[src/sv/nfpb_pkg.sv]
`timescale 1ns / 1ps

package nfpb_pkg;

   // Default geometry of the array
   localparam int BLOCK_COUNT_DEF = 256;
   localparam int BLOCK_PAGES_DEF = 64;
   localparam int DATA_WIDTH_DEF  = 64;

   // Field widths fixed by the interface
   localparam int MAP_W   = 64;   // widest written-page bitmap
   localparam int CNT_W   = 7;    // valid and free page counts
   localparam int WEAR_W  = 16;
   localparam int LBA_W   = 32;
   localparam int TOT_W   = 32;
   localparam int BIU_W   = 9;
   localparam int CSR_W   = 16;

   // Register reset values
   localparam logic [WEAR_W-1:0] MAX_PE_RESET = 16'd3000;
   localparam logic [BIU_W-1:0]  BLOCKS_RESET = 9'd256;

   // Register indexes
   localparam logic CSR_MAX_PE = 1'b0;
   localparam logic CSR_BLOCKS = 1'b1;

   typedef enum logic [1:0] {
      REQ_READ  = 2'd0,
      REQ_WRITE = 2'd1,
      REQ_ERASE = 2'd2
   } req_code_type;

   typedef enum logic [2:0] {
      STAT_OK        = 3'd0,
      STAT_RANGE     = 3'd1,
      STAT_FREE_PAGE = 3'd2,
      STAT_USED_PAGE = 3'd3,
      STAT_WORN      = 3'd4
   } status_type;

   typedef enum logic [1:0] {
      MODE_FREE   = 2'd0,
      MODE_ACTIVE = 2'd1,
      MODE_FULL   = 2'd2
   } blk_mode_type;

   typedef enum logic [1:0] {
      ST_CLEAR,
      ST_IDLE,
      ST_EXEC
   } state_type;

   // One entry of the block state memory
   typedef struct packed {
      logic [MAP_W-1:0]  page_map;
      blk_mode_type      mode;
      logic [CNT_W-1:0]  valid_cnt;
      logic [CNT_W-1:0]  free_cnt;
      logic [WEAR_W-1:0] wear;
   } blk_rec_type;

   // Outcome of one request, from the execute logic to the sequencer
   typedef struct packed {
      status_type  status;
      blk_rec_type rec;
      logic        blk_ok;
      logic        blk_we;
      logic        page_we;
      logic        rd_ok;
      logic        wr_ok;
      logic        er_ok;
   } exec_res_type;

endpackage

[src/sv/nfpb_exec.sv]
`timescale 1ns / 1ps

module nfpb_exec
   import nfpb_pkg::*;
#(
   parameter int BLOCK_COUNT = BLOCK_COUNT_DEF,
   parameter int BLOCK_PAGES = BLOCK_PAGES_DEF
) (
   input  logic [1:0]        rtype,
   input  logic [7:0]        blk,
   input  logic [5:0]        pg,
   input  blk_rec_type       rec,
   input  logic [WEAR_W-1:0] max_pe,
   input  logic [BIU_W-1:0]  blocks_in_use,
   output exec_res_type      res
);

   logic             blk_ok;
   logic             pg_ok;
   logic             worn;
   logic             used;
   logic [CNT_W-1:0] free_dec;

   assign blk_ok   = (BIU_W'(blk) < blocks_in_use) && (13'(blk) < 13'(BLOCK_COUNT));
   assign pg_ok    = 7'(pg) < 7'(BLOCK_PAGES);
   assign worn     = rec.wear >= max_pe;
   assign used     = rec.page_map[pg];
   assign free_dec = (rec.free_cnt != '0) ? rec.free_cnt - CNT_W'(1) : rec.free_cnt;

   // Check the request, then build the updated block entry
   always_comb begin
      res         = '0;
      res.rec     = rec;
      res.status  = STAT_OK;
      res.blk_ok  = blk_ok;
      if (!blk_ok) begin
         res.status = STAT_RANGE;
      end else begin
         case (req_code_type'(rtype))
            REQ_READ: begin
               if (!pg_ok) begin
                  res.status = STAT_RANGE;
               end else if (!used) begin
                  res.status = STAT_FREE_PAGE;
               end else begin
                  res.rd_ok = 1'b1;
               end
            end
            REQ_WRITE: begin
               if (!pg_ok) begin
                  res.status = STAT_RANGE;
               end else if (used) begin
                  res.status = STAT_USED_PAGE;
               end else if (worn) begin
                  res.status = STAT_WORN;
               end else begin
                  res.wr_ok              = 1'b1;
                  res.rec.page_map[pg]   = 1'b1;
                  res.rec.valid_cnt      = rec.valid_cnt + CNT_W'(1);
                  res.rec.free_cnt       = free_dec;
                  if (rec.mode == MODE_FREE) begin
                     res.rec.mode = MODE_ACTIVE;
                  end
                  if (free_dec == '0) begin
                     res.rec.mode = MODE_FULL;
                  end
               end
            end
            REQ_ERASE: begin
               if (worn) begin
                  res.status = STAT_WORN;
               end else begin
                  res.er_ok           = 1'b1;
                  res.rec.page_map    = '0;
                  res.rec.mode        = MODE_FREE;
                  res.rec.valid_cnt   = '0;
                  res.rec.free_cnt    = CNT_W'(BLOCK_PAGES);
                  res.rec.wear        = rec.wear + WEAR_W'(1);
               end
            end
            default: begin
               res.status = STAT_RANGE;
            end
         endcase
      end
      res.blk_we  = res.wr_ok | res.er_ok;
      res.page_we = res.wr_ok;
   end

endmodule
[config.mk]
export PLATFORM = sky130hd
export DESIGN_NAME = nfpb_exec
export DESIGN_NICKNAME = d
export VERILOG_FILES = /design/src/sv/nfpb_pkg.sv /design/src/sv/nfpb_exec.sv
export SDC_FILE = /design/constraint.sdc
export NUM_CORES = 1
export LEC_CHECK = 0
export ABC_AREA = 1
export BUFFER_PORTS_ARGS = -buffer_cell sky130_fd_sc_hd__clkbuf_2
export CAP_MARGIN = 25
export CORE_ASPECT_RATIO = 1.25
export CORE_UTILIZATION = 34
export DETAILED_ROUTE_END_ITERATION = 12
export PLACE_DENSITY = 0.65
export SLEW_MARGIN = 10
export SYNTH_ARGS = -nofsm -noshare
export SYNTH_HDL_FRONTEND = slang
export SYNTH_SLANG_ARGS = --single-unit
[constraint.sdc]
create_clock -name vclk -period 7.9
set_clock_uncertainty 0.2 [all_clocks]
set_input_delay 1.185 -clock vclk [all_inputs]
set_output_delay 1.185 -clock vclk [all_outputs]
set_load 0.1 [all_outputs]
==> results of run 1 <==
## power by group through the flow
stage / clock network [uW] / logic (uW) / registers, uW
3_5_place_dp: 0 / 710 / 0
5_1_grt: 0 / 755 / 0
2_1_floorplan: 0 / 582 / 0
6_report: 0 / 711 / 0
3_3_place_gp: 0 / 709 / 0
4_1_cts: 0 / 711 / 0
## area by class of cell
class	instances	area share [%]
Inverter	160	11.6
Tap cell	138	3.31
Timing Repair Buffer	246	23.7
Multi-Input combinational cell	651	61.3
## worst max-delay path: stages
cell	delay [ns]
clkbuf_2	0.51
inv_6	0.40
nand2_1	0.10
nand3_1	0.09
o21ai_1	0.09
o21ai_1	0.13
nand2_1	0.08
nor2_1	0.13
nand2_2	0.13
nor2_4	0.67
buf_4	0.37
nand3_1	0.11
a21oi_1	0.17
clkbuf_2	0.48
## cells by family (layout without fill, tap and decap cells)
kind of cell / count (synthesis) / after routing / synth area share, %
XOR/XNOR: 17 / 17 / 3.71
buffers and inverters: 189 / 406 / 20.2
AO/OA/AOI/OAI: 97 / 97 / 12.8
adder cells (fa/ha/maj): 32 / 32 / 9.98
AND/OR/NAND/NOR: 505 / 505 / 53.2
## path summary, 6_finish.rpt
kind              endpoint  slack [ns]  cells past startpoint
setup / recovery  res[101]        1.84                     14
hold / removal     res[19]        2.72                      3
## cells in the mapped netlist, types with 3 or more instances
| library cell | number |
|---|---|
| nand4_1 | 10 |
| xnor2_1 | 5 |
| nand2_1 | 271 |
| o21ai_0 | 21 |
| o211ai_1 | 7 |
| clkbuf_1 | 9 |
| buf_2 | 6 |
| inv_1 | 156 |
| nand2_2 | 3 |
| nor2_1 | 80 |
| nand3_1 | 110 |
| o22ai_1 | 3 |
| buf_6 | 11 |
| xor2_1 | 12 |
| o21ai_1 | 12 |
| ha_1 | 32 |
| nor2_2 | 3 |
| a21oi_1 | 51 |
| nor3_1 | 18 |
## per-layer routing
layer  part of all wire (%)  GRT usage (%)  wire length, um  vias to the layer above
met5                      0              0                0                        -
met2                     49           47.8             7900                      268
li1                       -              -                -                     3072
met4                    3.7           9.19              592                        0
met1                     41           30.2             6540                     2564
met3                    6.6           1.70             1060                       44
## per-stage QoR
step	power [uW]	std cells	setup slack, ns	utilization [%]	hold WS, ns
2_1_floorplan	582	840	1.66	-	2.62
3_3_place_gp	709	1194	1.95	45.1	2.72
3_5_place_dp	710	1195	1.91	45.1	2.72
4_1_cts	711	1195	1.92	45.1	2.72
5_1_grt	755	1195	1.48	45.1	2.74
6_report	711	1195	1.84	45.1	2.72
==> summary.txt, run 1 <==
Status
  – Outcome: finished, final reports clean

Yosys
  – Top cells by area, synth: nand2_1 (25%), inv_1 (15%), nand3_1 (14%)
  – Yosys top cell area share: 25.4%
  – Register area share after synthesis: 0%
  – Synth warn: 0
  – Synth unique cells: 36
  – Gate Count Post-Synth: 840
  – Average cell area after synthesis: 4.78 um2
  – Mapped Area: 0.00401 mm2
  – Area leader, netlist: nand2_1
  – Mapped Nets: 1009

Power and ir drop
  – Leakage dissipation: 0.00330 uW
  – Int Power: 122 uW
  – Seq pwr share: 0%
  – Logic pwr share: 100.0%
  – Switching Share: 82.9%
  – Cell Pwr Density: 136 mW/mm2
  – Clk pwr share: 0%
  – Worst vdd ir: 0.0840 mV
  – Switching power of the nets: 589 uW

Layout
  – Synth-to-Final Area Change: 30.0%
  – Most common cell after layout, fill and taps aside: nand2_1
  – Share of cells above drive strength 1: 24.4%
  – Layout filler cell count: 1363
  – CLK BUF: 0
  – Most frequent cells in the layout: nand2_1 (271), clkbuf_2 (242), inv_1 (156)
  – Area of the multi-input gates: 0.00320 mm2
  – Post-route cell area: 0.00522 mm2
  – Sequential Area: 0 um2
  – Layout net count: 1228
  – ANT cells: 0
  – FFs & Latches: 0

Worst setup path
  – Setup Crit Path Kind: in2out
  – Crit path max fanout: 46
  – Critical path launch point: pg[0]
  – CP Capture Type: primary output
  – Worst EP arrival: 4.68 ns
  – Critical Path RT: 6.51 ns
  – Startpoint class of the critical path: input pin

Min path
  – Worst min-delay path startpoint: rec[13]
  – Min-Delay Path Class: in2out

Die
  – FP Rows: 44
  – Top Ports: 242
  – Die ar.: 0.0122 mm2
  – Starting Density: 34.7%
  – CORE AREA: 0.0116 mm2
  – Height of the chip: 123 um
  – Die width: 99.2 um

STA
  – Max-slew headroom: 34.2%
  – Final period utilization: 76.7%
  – Slew Limit Fails: 0
  – Final hold vios: 0
  – Final setup vio count: 0
  – Worst slew pin tran: 0.980 ns
  – RSZ-0062 raised after global routing: no
  – Final setup TNS: 0 ns
  – Final min period: 6.06 ns
  – Max Clk Rate: 165 MHz

Routing
  – Via density: 4.98
  – Post-DR wirelength/cell: 13.5 um
  – Via count: 5948
  – Detailed Route WL: 16100 um
  – DR DRC count: 0
  – Drt pass-1 iters: 7
  – First DRT Iteration DRCs: 282
  – Antenna Nets Post-Route: 0

Global routing
  – First-pass GRT wire length: 25400 um
  – Number of global-route vias before repair: 5404
  – Congestion Overflow GR: 0
  – Initial antenna violation count: 0
  – Pin count of the biggest net entering global routing: 47
  – Gr usage total: 25.4%

Place
  – Dpl hpwl: 13500 um
  – I/O Buffers: 242
  – GP Congestion: 0.958
  – Post-Place Cell Area: 0.00522 mm2

CTS
  – Post-CTS Setup Inserts: 0
  – Hold_buf cts: 0
  – Post-CTS sizing: 0

Run
  – Max cap viols: 0
No activity file was read; power rests on OpenSTA's default activity.
==> run 2: changes to the inputs <==
--- a/config.mk
+++ b/config.mk
@@ -5,13 +5,13 @@
 export SDC_FILE = /design/constraint.sdc
 export NUM_CORES = 1
 export LEC_CHECK = 0
-export ABC_AREA = 1
+export ABC_AREA = 0
 export BUFFER_PORTS_ARGS = -buffer_cell sky130_fd_sc_hd__clkbuf_2
 export CAP_MARGIN = 25
 export CORE_ASPECT_RATIO = 1.25
 export CORE_UTILIZATION = 34
 export DETAILED_ROUTE_END_ITERATION = 12
-export PLACE_DENSITY = 0.65
+export PLACE_DENSITY = 0.73
 export SLEW_MARGIN = 10
 export SYNTH_ARGS = -nofsm -noshare
 export SYNTH_HDL_FRONTEND = slang
==> constraint.sdc (replaced) <==
create_clock -name vclk -period 5.49
set_clock_uncertainty 0.2 [all_clocks]
set_input_delay 0.8235 -clock vclk [all_inputs]
set_output_delay 0.8235 -clock vclk [all_outputs]
set_load 0.1 [all_outputs]
==> summary.txt, run 2 <==
Yosys
  – Area leader, netlist: ha_1
  – Synth unique cells: 68
  – Mapped Nets: 606
  – Average cell area after synthesis: 7.17 um2
  – Register area share after synthesis: 0%
  – Synth Area in Adders: 12.8%
  – Yosys top cell area share: 12.8%
  – Most frequent cell after synthesis: nand2_1
  – Gate Count Post-Synth: 437
  – Simple-gate portion of the synthesized area: 28.5%
  – XOR/XNOR share of the synthesized area: 4.19%
  – Mapped Area: 0.00313 mm2
  – Multiplexer share of the synthesized area: 10.7%
  – Top cells by area, synth: ha_1 (13%), a22o_1 (11%), mux4_2 (5.8%)
  – Synth Area in Compound Gates: 33.5%
  – Synth warn: 0
  – Top post-synthesis cells by count: nand2_1 (42), a22o_1 (41), inv_1 (41), ha_1 (32), clkbuf_1 (20)
  – Largest family of logic cells by synthesized area: compound AO/OA/AOI/OAI gates

Layout
  – Share of cells above drive strength 1: 46.4%
  – CLK BUF: 0
  – Non-filler cells in the finished layout: 780
  – Synth-to-Final Area Change: 89.9%
  – Sequential Area: 0 um2
  – Most common cell after layout, fill and taps aside: clkbuf_2
  – FFs & Latches: 0
  – Layout net count: 831
  – Most frequent cells in the layout: clkbuf_2 (149), buf_12 (84), nand2_1 (42)
  – ANT cells: 0

Global routing
  – Pin count of the biggest net entering global routing: 33
  – First-pass GRT wire length: 23500 um
  – Gr usage total: 30.8%
  – Initial antenna violation count: 0
  – Congestion Overflow GR: 0
  – Number of global-route vias before repair: 4629

Routing
  – DR DRC count: 0
  – Post-DR wirelength/cell: 19.5 um
  – Via count: 4711
  – Antenna Nets Post-Route: 0
  – Drt pass-1 iters: 5
  – First DRT Iteration DRCs: 294
  – Detailed Route WL: 15200 um
  – Via density: 6.04

CTS
  – Hold_buf cts: 0
  – Post-CTS Setup Inserts: 0
  – Post-CTS sizing: 0

STA
  – Final setup vio count: 0
  – Worst slew pin tran: 0.685 ns
  – Max Clk Rate: 193 MHz
  – RSZ-0062 raised after global routing: no
  – Final min period: 5.17 ns
  – Slew Limit Fails: 0
  – Final period utilization: 94.2%
  – Final hold vios: 0
  – Max-slew headroom: 54.3%

Power and ir drop
  – Leakage dissipation: 0.00292 uW
  – Power Total: 1250 uW
  – Worst vdd ir: 0.135 mV
  – Cell Pwr Density: 210 mW/mm2

Die
  – Height of the chip: 109 um
  – Top Ports: 242
  – Die ar.: 0.00961 mm2
  – FP Rows: 38
  – CORE AREA: 0.00880 mm2
  – Starting Density: 35.6%
  – Die width: 87.9 um

Status
  – Outcome: finished, final reports clean

Place
  – Dpl hpwl: 13000 um
  – Placed cells: 780
  – I/O Buffers: 242
  – GP Congestion: 0.938

Worst setup path
  – Critical Path RT: 4.47 ns
  – Worst EP arrival: 4.15 ns
  – Startpoint class of the critical path: input pin
  – Setup Crit Path Kind: in2out
  – CP Capture Type: primary output
  – Crit path max fanout: 20

Run
  – Max cap viols: 0

Min path
  – Min-Delay Path Class: in2out
run 2: cell types whose count changed after synthesis, moves of 41 or more:
cell and change:
a21oi_1 -49, a22o_1 +41, inv_1 -115, nand2_1 -229, nand3_1 -92, nor2_1 -62
run 2: cells by family (layout without fill, tap and decap cells):
group | after synthesis | count (layout)
muxes | 23 | 23
xor gates and xnor gates | 15 | 15
and+or+nand+nor | 157 | 157
adders and majority gates | 32 | 32
buffers and inverters | 74 | 297
AOI/OAI and AO/OA | 136 | 136
run 2: layout make-up:
| cell class | count | area, um2 |
|---|---|---|
| multi-input combinational | 363 | 3050 |
| fill | 673 | 2850 |
| timing repair buffer | 256 | 2600 |
| inverter | 41 | 154 |
| tap | 120 | 150 |
run 2: report_power, final:
part           switching (uW)  internal (uW)
registers                   0              0
logic                     841            410
clock network               0              0
run 2: critical path, stage by stage:
cell and delay [ns]:
clkbuf_2 0.42, nor2b_1 0.19, a32o_1 0.30, o31a_1 0.31, nor4_4 0.44, nand3_2 0.32, or4_1 0.67, o31ai_1 0.42
buf_12 0.23
run 2: final timing paths:
check | from | end | slack (ns) | depth (start not counted)
worst min-delay path | rec[15] | res[21] | 1.85 | 3
worst max-delay path | pg[2] | res[95] | 0.32 | 9
run 2: metal layers:
metal	vias to the layer above	routed length, um	GRT usage (%)	part of all wire [%]
li1	2138	-	-	-
met5	-	0	0	0
met1	2179	5260	32.8	35
met2	329	7820	57.7	51
met4	0	731	14.2	4.8
met3	65	1410	5.56	9.3
run 2: metrics by stage:
| stage | hold slack [ns] | instance area [um2] | TNS (ns) | setup WS [ns] | utilization (%) |
|---|---|---|---|---|---|
| 2_1_floorplan | 1.71 | 3350 | -5.49 | -0.809 | - |
| 5_1_grt | 1.86 | 5950 | 0 | 0.128 | 67.7 |
| 4_1_cts | 1.85 | 5950 | 0 | 0.343 | 67.7 |
| 6_report | 1.85 | 5950 | 0 | 0.317 | 67.7 |
| 3_5_place_dp | 1.84 | 5950 | 0 | 0.341 | 67.7 |
| 3_3_place_gp | 1.83 | 5950 | 0 | 0.481 | 67.7 |
==> run 3: changes to the inputs <==
--- a/config.mk
+++ b/config.mk
@@ -5,13 +5,12 @@
 export SDC_FILE = /design/constraint.sdc
 export NUM_CORES = 1
 export LEC_CHECK = 0
-export ABC_AREA = 0
+export ABC_AREA = 1
 export BUFFER_PORTS_ARGS = -buffer_cell sky130_fd_sc_hd__clkbuf_2
-export CAP_MARGIN = 25
 export CORE_ASPECT_RATIO = 1.25
-export CORE_UTILIZATION = 34
+export CORE_UTILIZATION = 42
 export DETAILED_ROUTE_END_ITERATION = 12
-export PLACE_DENSITY = 0.73
+export PLACE_DENSITY = 0.81
 export SLEW_MARGIN = 10
 export SYNTH_ARGS = -nofsm -noshare
 export SYNTH_HDL_FRONTEND = slang
==> summary.txt, run 3 (synthesized netlist as in run 1, its figures left out) <==
STA
  – RSZ-0062 raised after global routing: no
  – Slew Limit Fails: 0
  – Hold WS: 1.85 ns
  – Max-slew headroom: 45.9%
  – Worst slew pin tran: 0.808 ns
  – Final period utilization: 87.9%
  – Final hold vios: 0
  – Max Clk Rate: 207 MHz
  – Final setup TNS: 0 ns
  – Final min period: 4.82 ns
  – Final setup vio count: 0

Layout
  – Most common cell after layout, fill and taps aside: nand2_1
  – Fin util: 62.7%
  – Most frequent cells in the layout: nand2_1 (271), clkbuf_2 (208), inv_1 (156)
  – Share of cells above drive strength 1: 25.5%
  – Synth-to-Final Area Change: 44.2%
  – Layout filler cell count: 974
  – Layout net count: 1242
  – CLK BUF: 0
  – Sequential Area: 0 um2
  – FFs & Latches: 0
  – Non-filler cells in the finished layout: 1194
  – ANT cells: 0

Global routing
  – First-pass GRT wire length: 25500 um
  – Congestion Overflow GR: 0
  – Number of global-route vias before repair: 5723
  – Gr usage total: 31.6%
  – Pin count of the biggest net entering global routing: 47
  – Initial antenna violation count: 0

Die
  – Die ar.: 0.00995 mm2
  – FP Rows: 39
  – Die width: 89.4 um
  – Top Ports: 242
  – Starting Density: 43.5%
  – CORE AREA: 0.00922 mm2
  – Height of the chip: 111 um

Worst setup path
  – Crit path max fanout: 46
  – Biggest cell delay along the critical path: 0.48 ns
  – CP bufs+invs: 4
  – CP Capture Type: primary output
  – Critical Path Most Common Cell: nor2_1
  – Worst EP arrival: 3.80 ns
  – Worst path cell trace: clkbuf_2 -> buf_4 -> nor2_1 -> nor2_1 -> o21ai_1 -> nand2_1 -> o21ai_1 -> nand2_1 -> nor2_1 -> nand2_2 -> nor2_4 -> buf_12 -> nand3_1 -> a21oi_1 -> clkbuf_2
  – Critical Path RT: 4.47 ns
  – Startpoint class of the critical path: input pin
  – CP top delay family: buffers and inverters
  – Setup Crit Path Kind: in2out
  – Critical path's slowest cell: clkbuf_2

Min path
  – Min-Delay Path Class: in2out

Power and ir drop
  – Switching Share: 77.0%
  – Switching power of the nets: 867 uW
  – Leakage dissipation: 0.00352 uW
  – Worst vdd ir: 0.135 mV
  – Int Power: 259 uW
  – Cell Pwr Density: 195 mW/mm2
  – Logic pwr share: 100.0%
  – Seq pwr share: 0%
  – Clk pwr share: 0%

Routing
  – DR DRC count: 0
  – First DRT Iteration DRCs: 337
  – Via count: 6201
  – Post-DR wirelength/cell: 13.5 um
  – Via density: 5.19
  – Drt pass-1 iters: 5
  – Detailed Route WL: 16100 um
  – Antenna Nets Post-Route: 0

CTS
  – Post-CTS sizing: 0
  – Hold_buf cts: 0
  – Post-CTS Setup Inserts: 0

Status
  – Outcome: finished, final reports clean

Run
  – Max cap viols: 0

Place
  – Placed cells: 1194
  – Dpl hpwl: 13400 um
  – GP Congestion: 0.971
  – I/O Buffers: 242
[run 3: changes by cell type in the layout (fill, tap and decap cells not counted), sizes merged, moves of 41 or more]
cell | previous run | this run
nor2 | 18 | 84
clkbuf | 149 | 208
nand3 | 19 | 111
inv | 41 | 158
nand2 | 42 | 274
a22o | 41 | 0
buf | 107 | 52
a21oi | 2 | 51
[run 3: final cells by class]
type	count	area [um2]	area share [%]
tap	123	154	2.66
timing repair buffer	260	1820	31.4
inverter	160	606	10.5
multi-input combinational	651	3210	55.4
[run 3: worst paths after layout]
kind	cells past startpoint	slack (ns)	start	endpoint
worst max-delay path	15	0.67	pg[0]	res[62]
worst min-delay path	4	1.85	rec[74]	res[80]
[run 3: per-stage QoR]
| stage | cell area, um2 | setup WS [ns] | total power (uW) |
|---|---|---|---|
| after global routing | 5790 | 0.397 | 1190 |
| after floorplan | 4020 | 0.00265 | 837 |
| final | 5790 | 0.667 | 1130 |
| after CTS | 5790 | 0.722 | 1120 |
| after global placement | 5790 | 0.721 | 1110 |
| after detailed placement | 5790 | 0.714 | 1120 |
[run 3: routing by layer]
layer  vias up  global-route usage [%]  part of all wire, %
li1       3096                       -                    -
met1      2725                    34.5                   37
met2       323                    59.1                   51
met3        57                    3.65                  7.8
met4         0                    13.0                  3.9
met5         -                       0                    0
[run 3: power groups by stage]
stage	Clock, uW	Sequential, uW	Combinational [uW]
5_1_grt	0	0	1190
6_report	0	0	1130
3_5_place_dp	0	0	1120
4_1_cts	0	0	1120
3_3_place_gp	0	0	1110
2_1_floorplan	0	0	837
